$ cat src/hdl/mesh_vertex_normal_average_defines.svh
// ----------------------------------------------------------------------------
// mesh vertex normal average assertion macros
// concurrent assertion wrappers, empty when SYNTH is set
// ----------------------------------------------------------------------------
`ifndef MESH_VERTEX_NORMAL_AVERAGE_DEFINES_SVH
`define MESH_VERTEX_NORMAL_AVERAGE_DEFINES_SVH
`ifndef SYNTH
// same-cycle implication
`define MVNA_ASSERT_IMPL(lbl, clk, rst, ante, cons) \
   lbl: assert property (@(posedge clk) disable iff (rst) (ante) |-> (cons)) \
      else $error("mvna assertion failed");
// next-cycle implication
`define MVNA_ASSERT_NEXT(lbl, clk, rst, ante, cons) \
   lbl: assert property (@(posedge clk) disable iff (rst) (ante) |=> (cons)) \
      else $error("mvna assertion failed");
`else
`define MVNA_ASSERT_IMPL(lbl, clk, rst, ante, cons)
`define MVNA_ASSERT_NEXT(lbl, clk, rst, ante, cons)
`endif
`endif

$ cat src/hdl/mvna_pkg.sv
// ----------------------------------------------------------------------------
// mvna_pkg
// shared types and constants of the vertex normal averaging block
// ----------------------------------------------------------------------------
package mvna_pkg;

   localparam int MAX_VERTICES_DEF = 1024;
   localparam int IDX_W            = 10;
   localparam int COORD_W          = 16;
   localparam int SUM_W            = 24;
   localparam int CNT_W            = 8;
   localparam int STEP_W           = 5;

   // last step of each multi-cycle phase; STEP_VERTEX selects the vertex address
   localparam int CORNER_LAST = 2;
   localparam int STEP_VERTEX = 3;
   localparam int MUL_LAST    = 6;
   localparam int SQ_LAST     = 3;
   localparam int SQRT_LAST   = 31;
   localparam int DIV_LAST    = 14;

   typedef enum logic [1:0] {
      OP_STORE    = 2'd0,
      OP_TRIANGLE = 2'd1,
      OP_READOUT  = 2'd2
   } op_type;

   typedef enum logic [1:0] {
      STATUS_OK           = 2'd0,
      STATUS_NO_TRIANGLES = 2'd1,
      STATUS_ZERO_SUM     = 2'd2
   } status_type;

   typedef struct packed {
      logic [1:0]              operation;
      logic [IDX_W-1:0]        vertex_index;
      logic signed [COORD_W-1:0] coord_x;
      logic signed [COORD_W-1:0] coord_y;
      logic signed [COORD_W-1:0] coord_z;
      logic [IDX_W-1:0]        corner_a;
      logic [IDX_W-1:0]        corner_b;
      logic [IDX_W-1:0]        corner_c;
   } req_type;

   typedef struct packed {
      logic signed [COORD_W-1:0] normal_x;
      logic signed [COORD_W-1:0] normal_y;
      logic signed [COORD_W-1:0] normal_z;
      logic [CNT_W-1:0]        adjacent_triangles;
      logic [1:0]              status;
   } rsp_type;

   typedef enum logic [4:0] {
      ST_CLEAR,
      ST_IDLE,
      ST_PT_READ,
      ST_DIFF,
      ST_MUL,
      ST_SUM_READ,
      ST_SUM_LOAD,
      ST_CHECK,
      ST_MAG,
      ST_SQ,
      ST_SQRT_INIT,
      ST_SQRT,
      ST_DIV_INIT,
      ST_DIV,
      ST_RESULT,
      ST_RMW_READ,
      ST_RMW_WRITE,
      ST_OUT
   } state_type;

   typedef enum logic [4:0] {
      CMD_NOP,
      CMD_CLEAR,
      CMD_STORE,
      CMD_LATCH,
      CMD_PT_READ,
      CMD_DIFF,
      CMD_MUL,
      CMD_SUM_READ,
      CMD_SUM_LOAD,
      CMD_MAG,
      CMD_SQ,
      CMD_SQRT_INIT,
      CMD_SQRT,
      CMD_DIV_INIT,
      CMD_DIV,
      CMD_RESULT,
      CMD_RMW_WRITE,
      CMD_OUT
   } cmd_kind_type;

   typedef struct packed {
      cmd_kind_type      kind;
      logic [STEP_W-1:0] step;
      status_type        rsp_status;
   } cmd_type;

   typedef struct packed {
      logic clear_last;
      logic v_zero;
      logic count_zero;
      logic corners_ok;
      logic out_free;
   } sts_type;

endpackage

$ cat src/hdl/mvna_ctrl.sv
// ----------------------------------------------------------------------------
// mvna_ctrl
// sequencer for store, triangle and readout transactions
// ----------------------------------------------------------------------------
`include "mesh_vertex_normal_average_defines.svh"

module mvna_ctrl import mvna_pkg::*; (
   input  logic       clock,
   input  logic       reset,
   input  logic       req_valid,
   input  logic [1:0] req_op,
   output logic       req_stall,
   input  sts_type    sts,
   output cmd_type    cmd
);

   state_type         state_ff, state_in;
   logic [STEP_W-1:0] step_ff, step_in;
   logic              is_tri_ff, is_tri_in;
   status_type        code_ff, code_in;

   always_ff @(posedge clock) begin
      if (reset) begin
         state_ff  <= ST_CLEAR;
         step_ff   <= '0;
         is_tri_ff <= 1'b0;
         code_ff   <= STATUS_OK;
      end else begin
         state_ff  <= state_in;
         step_ff   <= step_in;
         is_tri_ff <= is_tri_in;
         code_ff   <= code_in;
      end
   end

   always_comb begin
      state_in       = state_ff;
      step_in        = step_ff;
      is_tri_in      = is_tri_ff;
      code_in        = code_ff;
      req_stall      = 1'b1;
      cmd.kind       = CMD_NOP;
      cmd.step       = step_ff;
      cmd.rsp_status = code_ff;
      case (state_ff)
         ST_CLEAR: begin
            cmd.kind = CMD_CLEAR;
            if (sts.clear_last) begin
               state_in = ST_IDLE;
            end
         end
         ST_IDLE: begin
            req_stall = 1'b0;
            step_in   = '0;
            if (req_valid) begin
               case (req_op)
                  OP_STORE: begin
                     cmd.kind = CMD_STORE;
                  end
                  OP_TRIANGLE: begin
                     cmd.kind  = CMD_LATCH;
                     is_tri_in = 1'b1;
                     state_in  = ST_PT_READ;
                  end
                  OP_READOUT: begin
                     cmd.kind  = CMD_LATCH;
                     is_tri_in = 1'b0;
                     state_in  = ST_SUM_READ;
                  end
                  default: begin
                  end
               endcase
            end
         end
         ST_PT_READ: begin
            if (step_ff == '0 && !sts.corners_ok) begin
               state_in = ST_IDLE;
            end else begin
               cmd.kind = CMD_PT_READ;
               if (step_ff == STEP_W'(CORNER_LAST)) begin
                  state_in = ST_DIFF;
                  step_in  = '0;
               end else begin
                  step_in = step_ff + STEP_W'(1);
               end
            end
         end
         ST_DIFF: begin
            cmd.kind = CMD_DIFF;
            state_in = ST_MUL;
         end
         ST_MUL: begin
            cmd.kind = CMD_MUL;
            if (step_ff == STEP_W'(MUL_LAST)) begin
               state_in = ST_MAG;
               step_in  = '0;
            end else begin
               step_in = step_ff + STEP_W'(1);
            end
         end
         ST_SUM_READ: begin
            cmd.kind = CMD_SUM_READ;
            cmd.step = STEP_W'(STEP_VERTEX);
            state_in = ST_SUM_LOAD;
         end
         ST_SUM_LOAD: begin
            cmd.kind = CMD_SUM_LOAD;
            state_in = ST_CHECK;
         end
         ST_CHECK: begin
            if (sts.count_zero) begin
               code_in  = STATUS_NO_TRIANGLES;
               state_in = ST_OUT;
            end else if (sts.v_zero) begin
               code_in  = STATUS_ZERO_SUM;
               state_in = ST_OUT;
            end else begin
               state_in = ST_MAG;
            end
         end
         ST_MAG: begin
            if (is_tri_ff && sts.v_zero) begin
               state_in = ST_IDLE;
            end else begin
               cmd.kind = CMD_MAG;
               state_in = ST_SQ;
               step_in  = '0;
            end
         end
         ST_SQ: begin
            cmd.kind = CMD_SQ;
            if (step_ff == STEP_W'(SQ_LAST)) begin
               state_in = ST_SQRT_INIT;
               step_in  = '0;
            end else begin
               step_in = step_ff + STEP_W'(1);
            end
         end
         ST_SQRT_INIT: begin
            cmd.kind = CMD_SQRT_INIT;
            state_in = ST_SQRT;
         end
         ST_SQRT: begin
            cmd.kind = CMD_SQRT;
            if (step_ff == STEP_W'(SQRT_LAST)) begin
               state_in = ST_DIV_INIT;
               step_in  = '0;
            end else begin
               step_in = step_ff + STEP_W'(1);
            end
         end
         ST_DIV_INIT: begin
            cmd.kind = CMD_DIV_INIT;
            state_in = ST_DIV;
         end
         ST_DIV: begin
            cmd.kind = CMD_DIV;
            if (step_ff == STEP_W'(DIV_LAST)) begin
               state_in = ST_RESULT;
               step_in  = '0;
            end else begin
               step_in = step_ff + STEP_W'(1);
            end
         end
         ST_RESULT: begin
            cmd.kind = CMD_RESULT;
            if (is_tri_ff) begin
               state_in = ST_RMW_READ;
            end else begin
               code_in  = STATUS_OK;
               state_in = ST_OUT;
            end
         end
         ST_RMW_READ: begin
            cmd.kind = CMD_SUM_READ;
            state_in = ST_RMW_WRITE;
         end
         ST_RMW_WRITE: begin
            cmd.kind = CMD_RMW_WRITE;
            if (step_ff == STEP_W'(CORNER_LAST)) begin
               state_in = ST_IDLE;
            end else begin
               state_in = ST_RMW_READ;
               step_in  = step_ff + STEP_W'(1);
            end
         end
         ST_OUT: begin
            if (sts.out_free) begin
               cmd.kind = CMD_OUT;
               state_in = ST_IDLE;
            end
         end
         default: begin
            state_in = ST_IDLE;
         end
      endcase
   end

   `MVNA_ASSERT_IMPL(a_out_only_when_free, clock, reset, (cmd.kind == CMD_OUT), sts.out_free)
   `MVNA_ASSERT_NEXT(a_clear_ends, clock, reset, (state_ff == ST_CLEAR && sts.clear_last), (state_ff == ST_IDLE))
   `MVNA_ASSERT_NEXT(a_degenerate_skipped, clock, reset, (state_ff == ST_MAG && is_tri_ff && sts.v_zero), (state_ff == ST_IDLE))
   `MVNA_ASSERT_IMPL(a_rmw_corner_bound, clock, reset, (state_ff == ST_RMW_WRITE), (step_ff <= STEP_W'(CORNER_LAST)))

endmodule
$ cat config.mk
export PLATFORM = sky130hd
export DESIGN_NAME = mvna_ctrl
export DESIGN_NICKNAME = d
export VERILOG_FILES = /design/src/hdl/mvna_pkg.sv /design/src/hdl/mvna_ctrl.sv
export VERILOG_INCLUDE_DIRS = /design/src /design/src/hdl
export SDC_FILE = /design/constraint.sdc
export NUM_CORES = 1
export LEC_CHECK = 0
export BUFFER_PORTS_ARGS = -buffer_cell sky130_fd_sc_hd__buf_2
export CORE_AREA = 10 10 120 68
export CTS_CLUSTER_DIAMETER = 150
export CTS_CLUSTER_SIZE = 25
export DETAILED_ROUTE_END_ITERATION = 8
export DIE_AREA = 0 0 130 78
export GPL_TIMING_DRIVEN = 0
export MAX_ROUTING_LAYER = met4
export PLACE_DENSITY_LB_ADDON = 0.15
export SLEW_MARGIN = 20
export SYNTH_ARGS = -nofsm -noshare
export SYNTH_HDL_FRONTEND = slang
export SYNTH_SLANG_ARGS = --single-unit
$ cat constraint.sdc
create_clock -name clock -period 2.1 [get_ports clock]
set_clock_uncertainty 0.15 [all_clocks]
set_input_delay 0.105 -clock clock [delete_from_list [all_inputs] [get_ports clock]]
set_output_delay 0.105 -clock clock [all_outputs]
set_load 0.05 [all_outputs]
==> metrics.yaml, run 1 <==
synth:
  synthMuxAreaShare_pct: 0.677
  yosys.area_share.simple_pct: 34.1
  synthesis.area_sq_um: 1480
  synth_most_common_cell: "nor2_1"
  synth-edff-count: 0
  synth_fp_nets: 220
  synth_area_leaders: "dfxtp_1, nor2_1, ha_1, a21oi_1, nand2_1"
  synth_fa_ha_area_share_pct: 5.08
  yosysSeqAreaShare_pct: 17.6
  syn_inst: 204
  ys.flop_type: "dfxtp_1"
  ys_warn_count: 0
  synth-compound-area-share_pct: 33.1
  synth_async_sr_flop_share_pct: 0
  synth_common_cells: "nor2_1, nand2_1, a21oi_1, dfxtp_1, o21ai_0"
  synth_top_area_share_pct: 17.6
  ys_seq_elements: 13
  synth-xor-area-share_pct: 1.78
  avgSynthCellArea_sq_um: 7.24
  yosys.area.top_type: "dfxtp_1"
  synth_cell_types: 54
  synth_top_family_by_area: "simple AND/OR/NAND/NOR gates"
pwr:
  ir_drop_mv: 0.347
  leakage_nw: 0.797
  p_per_area_nw_per_um2: 1160
setup_path:
  slowest_delay_ps: 360
  crit_type: "reg2reg"
  slowest_stage: "nor4b_2"
  critPathMaxFanout: 10
  path_cells: "clkbuf_4, nor4b_2, o32a_1, o22a_2, nand2_1, o311a_1"
  crit_arrival_ps: 2070
  end_kind: "flop"
  critical_path.top_delay_family: "compound AO/OA/AOI/OAI gates"
  path_buf_inv: 1
  critPathRequiredTime_ps: 2080
  start_kind: "flop"
global_routing:
  grt_pass1_vias: 1645
  globalRoute.totalOverflow: 0
  grt_pass1_wl_um: 8910
  grt_use_total_pct: 11.3
  grt_start_max_net_pins: 11
  antenna_found_initial: 0
clock_network:
  clock_latency_ps: 250
  cts_buffer_depth: 2
  cts_root_buf: "clkbuf_16"
  clk_pin_slew_ps: 50
  cts_tree: "done"
  cts_made_buffers: 3
  cts_num_sinks: 13
  h-tree-depth: 1
layout:
  antennaDiodeCount: 0
  layout.cells.non_filler: 313
  area_delta_synth_final_pct: 39.7
  nets: 250
  drive_gt1_share_pct: 36.5
detailed_routing:
  first_pass_iters: 5
  route.detailed.drc: 0
  first_iter_violations: 181
  postRouteAntennaNets: 0
  routed_wl_um: 5750
  wl_per_cell_um: 18.4
  via_per_inst: 5.49
  vias: 1719
status:
  status: "finished clean"
floorplanning:
  coreArea_sq_um: 6250
  die_y_um: 78
  num_rows: 21
  die_x_um: 130
  start_util_pct: 23.6
  io_pins: 23
  die-area_sq_um: 10100
job:
  maxCapViolations: 0
timing:
  tns_ps: 0
  hold_violations: 0
  maxSlewHeadroom_pct: 59.3
  setup_viol: 0
  report.final.slew_viol_count: 0
  timing.hold.ws_ps: 53.2
  worstMarginPinSlew_ps: 611
  timing.fmax_mhz: 479
  finalCritPeriodShare_pct: 99.3
  rsz0062_at_grt: "yes"
  min_period_ps: 2090
placement:
  portBuffers: 22
  dp.cells: 306
  gp_routability_congestion: 0.826
  dp_hpwl_um: 4320
min_path:
  holdCritPathClass: "in2reg"
path summary, 6_finish.rpt:
check	startpoint	endpoint	slack, ps	depth (start not counted)
worst max-delay path	step_ff[2]	state_ff[1]	10	6
worst min register to register	code_ff[1]	code_ff[1]	350	2
worst max register to register	step_ff[2]	state_ff[1]	10	6
worst min-delay path	reset	step_ff[3]	50	4
cell families after synthesis:
family | count (synthesis)
xor gates and xnor gates | 3
adders and majority gates | 6
muxes | 1
DFF | 13
buffers and inverters | 25
AOI/OAI and AO/OA | 65
and+or+nand+nor | 91
sequential cells by signal, summed over array words and instances, names as in the netlist:
signal     cells
code_ff        2
is_tri_ff      1
step_ff        5
state_ff       5
timing repair:
item / in CTS / in global routing
gates cloned: 0 / 0
hold buffers: 0 / 0
buffers inserted: 0 / 3
setup endpoints to repair: 20 / 16
pin swaps: 2 / 8
resized for setup: 31 / 40
where the power goes:
group | internal (mW) | leakage [nW] | switching (mW)
clock | 0.258 | 0.0382 | 0.120
combinational | 0.617 | 0.651 | 1.08
sequential | 0.289 | 0.108 | 0.0357
total | 1.16 | 0.797 | 1.23
stage by stage:
step / setup slack, ps / total power [mW] / util, % / cell area (sq um)
2_1_floorplan: -24.5 / 1.42 / - / 1520
4_1_cts: 2.17 / 2.25 / 30.3 / 1890
3_5_place_dp: -313 / 1.75 / 27.7 / 1730
3_3_place_gp: -332 / 1.79 / 27.7 / 1730
6_report: 14.1 / 2.40 / 33.0 / 2060
5_1_grt: -53.2 / 2.53 / 33.0 / 2060
cell usage in the layout (no fill, tap or decap), drive strengths merged, types with 2 or more instances in the layout:
| cell | netlist | routed |
|---|---|---|
| nor2b | 7 | 7 |
| o211a | 3 | 3 |
| and2 | 4 | 4 |
| nand3 | 3 | 3 |
| a22oi | 2 | 2 |
| xor2 | 3 | 3 |
| o21ai | 14 | 14 |
| o2111ai | 4 | 4 |
| and3 | 3 | 3 |
| nor2 | 22 | 22 |
| nand3b | 2 | 2 |
| o311ai | 2 | 2 |
| a21oi | 13 | 13 |
| nor4 | 5 | 5 |
| nor4b | 2 | 2 |
| nand4 | 2 | 2 |
| o22ai | 3 | 3 |
| nand4b | 2 | 2 |
| o32ai | 2 | 2 |
| nand2b | 3 | 3 |
| o32a | 3 | 3 |
| or3 | 4 | 4 |
| inv | 9 | 9 |
| a31oi | 3 | 3 |
| ha | 6 | 6 |
| a211oi | 3 | 3 |
| nand2 | 17 | 17 |
| clkbuf | 6 | 11 |
| o211ai | 6 | 6 |
| a311oi | 2 | 2 |
| nor3 | 7 | 7 |
| dfxtp | 13 | 13 |
| buf | 10 | 34 |
final cells by class:
| class | count | area (sq um) |
|---|---|---|
| tap | 80 | 100 |
| inverter | 9 | 33.8 |
| timing repair buffer | 25 | 151 |
| sequential | 13 | 269 |
| fill | 680 | 4190 |
| buffer | 16 | 141 |
| multi-input combinational | 166 | 1290 |
| clock buffer | 4 | 78.8 |
worst register-to-register path, cell delays in order (launching register included):
cell      delay [ps]
dfxtp_1          300
clkbuf_4         190
nor4b_2          360
o32a_1           340
o22a_2           250
nand2_1           70
o311a_1          320
per-layer routing:
| metal | vias up | wire, um | track usage (%) |
|---|---|---|---|
| met3 | 4 | 510 | 3.80 |
| li1 | 826 | - | - |
| met2 | 71 | 2140 | 13.4 |
| met5 | - | 0 | - |
| met4 | 0 | 12 | 1.56 |
| met1 | 818 | 3080 | 17.3 |
(Power assumes the default switching activity.)
==> run 2, diff against run 1 <==
CAP_MARGIN = 20   (was not set)
CTS_CLUSTER_DIAMETER = 40   (was 150)
RECOVER_POWER = 25   (was not set)
==> run 2 against run 1 <==
Against the previous run: highest routed layer unchanged; flip-flop and latch count unchanged; final area is 0.12% lower; power fell by 0.15%; sequential power barely moved; clock power about the same; first-iteration DRC count unchanged; largest cell class unchanged; critical path type unchanged.
==> metrics.yaml, run 2 (synthesis gave the netlist of run 1 again) <==
floorplanning:
  die_y_um: 78
  start_util_pct: 23.6
  io_pins: 23
  coreArea_sq_um: 6250
  die_x_um: 130
  num_rows: 21
  die-area_sq_um: 10100
clock_network:
  cts_buffer_depth: 2
  cts_tree: "done"
  ctsHoldBuffers: 0
  cts_num_sinks: 13
  cts_made_buffers: 3
  clk_pin_slew_ps: 50
  h-tree-depth: 1
  cts_root_buf: "clkbuf_16"
  clock_latency_ps: 250
global_routing:
  grt_pass1_wl_um: 8910
  globalRoute.totalOverflow: 0
  grt_use_total_pct: 11.3
  grt_pass1_vias: 1645
  antenna_found_initial: 0
  grt_start_max_net_pins: 11
layout:
  layout.cells.non_filler: 313
  fin_area_sq_um: 2060
  antennaDiodeCount: 0
  final_common_cell: "nor2_1"
  nets: 250
  reg_top3: "state_ff (5), step_ff (5), code_ff (2)"
  utilization_pct: 33.0
  drive_gt1_share_pct: 35.6
  final_cell_mix: "nor2_1, nand2_1, buf_2"
  area_delta_synth_final_pct: 39.5
timing:
  maxSlewHeadroom_pct: 59.8
  setup_viol: 0
  timing.fmax_mhz: 479
  finalCritPeriodShare_pct: 99.4
  worstMarginPinSlew_ps: 606
  min_period_ps: 2090
  report.final.slew_viol_count: 0
  tns_ps: 0
  hold_violations: 0
  rsz0062_at_grt: "yes"
pwr:
  ir_drop_mv: 0.345
  p_per_area_nw_per_um2: 1160
  leakage_nw: 0.788
detailed_routing:
  first_pass_iters: 5
  wl_per_cell_um: 18.3
  routed_wl_um: 5720
  route.detailed.drc: 0
  postRouteAntennaNets: 0
  via_per_inst: 5.44
  vias: 1704
  first_iter_violations: 181
placement:
  portBuffers: 22
  dpl_cell_area_sq_um: 1730
  gp_routability_congestion: 0.826
  dp_hpwl_um: 4320
  dp.cells: 306
job:
  maxCapViolations: 0
setup_path:
  critPathRequiredTime_ps: 2080
  critPathMaxFanout: 7
  path_common_cell: "ha_4"
  end_kind: "flop"
  path_cells: "ha_4, and3_4, ha_4, o32a_1, o22a_2, a21o_1, o311a_1"
  crit_type: "reg2reg"
  start_kind: "flop"
  slowest_delay_ps: 420
  crit_arrival_ps: 2070
  reg2reg_slack_ps: 10
  slowest_stage: "o32a_1"
min_path:
  holdCritPathClass: "in2reg"
status:
  status: "finished clean"
-- run 2: cell count changes in the layout (fill, tap and decap cells not counted), sizes merged --
cell | before | now
buf | 34 | 32
clkbuf | 11 | 13
-- run 2: what timing repair did --
item | CTS | global route
pin swaps | 2 | 8
resized for setup | 31 | 40
setup endpoints to repair | 20 | 16
endpoints found under the hold margin | 0 | 0
buffers inserted | 0 | 3
-- run 2: path summary, 6_finish.rpt --
kind	start	to	cells past startpoint
worst max register to register	step_ff[1]	state_ff[1]	7
worst min register to register	code_ff[1]	code_ff[1]	2
worst min-delay path	reset	step_ff[3]	4
worst max-delay path	step_ff[1]	state_ff[1]	7
-- run 2: per-stage QoR --
step,power (mW),hold WS [ps],worst slack (ps)
6_report,2.39,53.4,11.7
2_1_floorplan,1.42,118,-24.5
5_1_grt,2.53,82.9,-53.2
4_1_cts,2.25,59.3,2.17
3_5_place_dp,1.75,318,-313
3_3_place_gp,1.79,326,-332
-- run 2: per-layer routing --
layer	vias to the layer above	GRT usage (%)	wire [um]
met4	0	1.56	14
li1	827	-	-
met1	800	17.3	3000
met2	75	13.4	2110
met5	-	-	0
met3	2	3.80	596
-- run 2: power by group --
group | internal (mW) | switching (mW)
clock | 0.258 | 0.120
combinational | 0.617 | 1.07
sequential | 0.289 | 0.0360
total | 1.16 | 1.23
-- run 2: worst max-delay path: cells and delay by family (launching register included) --
kind / cells / cell delay [ps]
AO/OA/AOI/OAI: 4 / 980
flip-flops: 1 / 350
adder cells (fa/ha/maj): 2 / 310
AND/OR/NAND/NOR: 1 / 180
-- run 2: cell type report --
class,count,area [sq um]
timing repair buffer,25,149
buffer,16,141
tap,80,100
fill,681,4190
multi-input combinational,166,1290
inverter,9,33.8
sequential,13,269
clock buffer,4,78.8
==> run 3, diff against run 2 <==
--- a/config.mk
+++ b/config.mk
@@ -22,2 +22,3 @@
 export SYNTH_HDL_FRONTEND = slang
 export SYNTH_SLANG_ARGS = --single-unit
+export TNS_END_PERCENT = 100
==> constraint.sdc (replaced) <==
create_clock -name clock -period 2.1 [get_ports clock]
set_clock_uncertainty 0.15 [all_clocks]
set_input_delay 0 -clock clock [delete_from_list [all_inputs] [get_ports clock]]
set_output_delay 0 -clock clock [all_outputs]
set_load 0.05 [all_outputs]
==> run 3 against run 2 <==
Against the previous run: critical endpoint unchanged; register-to-register slack gained 30 ps; die area unchanged; critical path depth stayed put; core utilization decreased by 0.84 points; sequential share of layout area up 0.28 points; largest cell class unchanged; global-route usage is 0.16 points lower; highest routed layer unchanged; worst setup slack improved by 27 ps.
==> metrics.yaml, run 3 (synthesis gave the netlist of run 1 again) <==
setup_path:
  r2r-start: "step_ff[0]"
  crit_type: "reg2reg"
  reg2reg_slack_ps: 40
  path_cells: "ha_4, and3_4, ha_4, o32a_1, o22a_2, a21o_1, o311a_1"
  reg2regPathDepth: 7
  slowest_delay_ps: 380
  critPathMaxFanout: 7
  path_common_cell: "ha_4"
  end_kind: "flop"
  critPathRequiredTime_ps: 2080
  timing.rr.end: "state_ff[1]"
  crit_arrival_ps: 2040
  slowest_stage: "o32a_1"
  start_kind: "flop"
pwr:
  p_int_mw: 1.10
  sw_frac_of_total_pct: 51.1
  p_per_area_nw_per_um2: 1120
  power.share.sequential_pct: 14.4
  ir_drop_mv: 0.339
  comb_power_share_pct: 69.2
  netSwitchingPower_mw: 1.15
  finalPower_mw: 2.25
  pwr-share-clk_pct: 16.4
  leakage_nw: 0.799
status:
  status: "finished clean"
min_path:
  min_to: "state_ff[4]"
  hold_depth: 4
  hp-start: "sts[0]"
  holdCritPathClass: "in2reg"
layout:
  area_delta_synth_final_pct: 36.0
  layout.cells.non_filler: 317
  final_cell_mix: "nor2_1, buf_2, nand2_1"
  reg_top3: "state_ff (5), step_ff (5), code_ff (2)"
  nets: 254
  final_common_cell: "nor2_1"
  fin_area_sq_um: 2010
  antennaDiodeCount: 0
  drive_gt1_share_pct: 33.3
floorplanning:
  coreArea_sq_um: 6250
  start_util_pct: 23.6
  num_rows: 21
  die-area_sq_um: 10100
  die_y_um: 78
  die_x_um: 130
  io_pins: 23
timing:
  worstMarginPinSlew_ps: 654
  setup_viol: 0
  worst_slack_ps: 38.5
  report.final.slew_viol_count: 0
  maxSlewHeadroom_pct: 56.4
  min_period_ps: 2060
  finalCritPeriodShare_pct: 98.2
  rsz0062_at_grt: "yes"
  tns_ps: 0
  timing.fmax_mhz: 485
  hold_violations: 0
detailed_routing:
  first_pass_iters: 4
  via_per_inst: 5.30
  wl_per_cell_um: 17.0
  route.detailed.drc: 0
  first_iter_violations: 110
  vias: 1679
  routed_wl_um: 5390
  postRouteAntennaNets: 0
clock_network:
  h-tree-depth: 1
  cts_made_buffers: 3
  cts_num_sinks: 13
  cts_buffer_depth: 2
  cts_tree: "done"
  clock_latency_ps: 250
  cts_root_buf: "clkbuf_16"
  clk_pin_slew_ps: 50
global_routing:
  grt_start_max_net_pins: 11
  globalRoute.totalOverflow: 0
  grt_pass1_wl_um: 8780
  grt_pass1_vias: 1614
  antenna_found_initial: 0
  grt_use_total_pct: 11.1
placement:
  portBuffers: 22
  gp_routability_congestion: 0.852
  dpl_cell_area_sq_um: 1700
  pre_cts_ws_ps: -151
  dp.cells: 306
  dp_hpwl_um: 4200
job:
  maxCapViolations: 0
[run 3: cell count changes in the layout (fill, tap and decap cells not counted), sizes merged]
cell,change
dlygate4sd3,+2
clkinv,+1
clkbuf,+1
[run 3: metrics by stage]
step           util [%]  hold slack [ps]
2_1_floorplan         -             12.6
3_3_place_gp       27.2              225
3_5_place_dp       27.2              212
4_1_cts            30.1             61.0
5_1_grt            32.1             86.0
6_report           32.1             48.9
[run 3: how the worst max path moves through the flow]
stage                 from     endpoint  cells past startpoint
4_1_cts         step_ff[0]  state_ff[1]                      7
2_1_floorplan  state_ff[0]       cmd[8]                      5
3_3_place_gp   state_ff[4]       cmd[7]                      6
6_report        step_ff[0]  state_ff[1]                      7
3_5_place_dp    step_ff[0]   step_ff[0]                      7
5_1_grt         step_ff[0]   step_ff[3]                      8
[run 3: cell type report]
type	instances	area, sq um
Inverter	9	33.8
Multi-Input combinational cell	166	1230
Sequential cell	13	268
Fill cell	682	4240
Clock buffer	3	75.1
Buffer	16	120
Timing Repair Buffer	29	173
Tap cell	80	100
Clock inverter	1	5.00
[run 3: critical path: cells and delay by family, from the launching register on]
family	cells	cell delay, ps
AO/OA/AOI/OAI	4	950
adder cells (fa/ha/maj)	2	300
flip-flops	1	360
AND/OR/NAND/NOR	1	180
[run 3: routing by layer]
metal  vias up  GRT usage [%]  wire length (um)
met4         0           1.00                13
met5         -              -                 0
met2        50           13.7              2000
met1       792           17.3              3090
met3         2           2.78               289
li1        835              -                 -
[run 3: power groups by stage]
stage | combinational [mW] | sequential [mW] | clock (mW)
finish | 1.56 | 0.324 | 0.371
global route | 1.69 | 0.330 | 0.394
CTS | 1.46 | 0.318 | 0.382
detailed placement | 1.38 | 0.316 | 0
global placement | 1.41 | 0.319 | 0
floorplan | 1.07 | 0.308 | 0
[run 3: repair_timing]
item                       in CTS  in global routing
setup buffers                   0                  5
resized for setup              25                 26
setup endpoints to repair      16                 17
pin swaps                       2                  7
hold buffers                    2                  0
hold endpoints to repair        2                  0
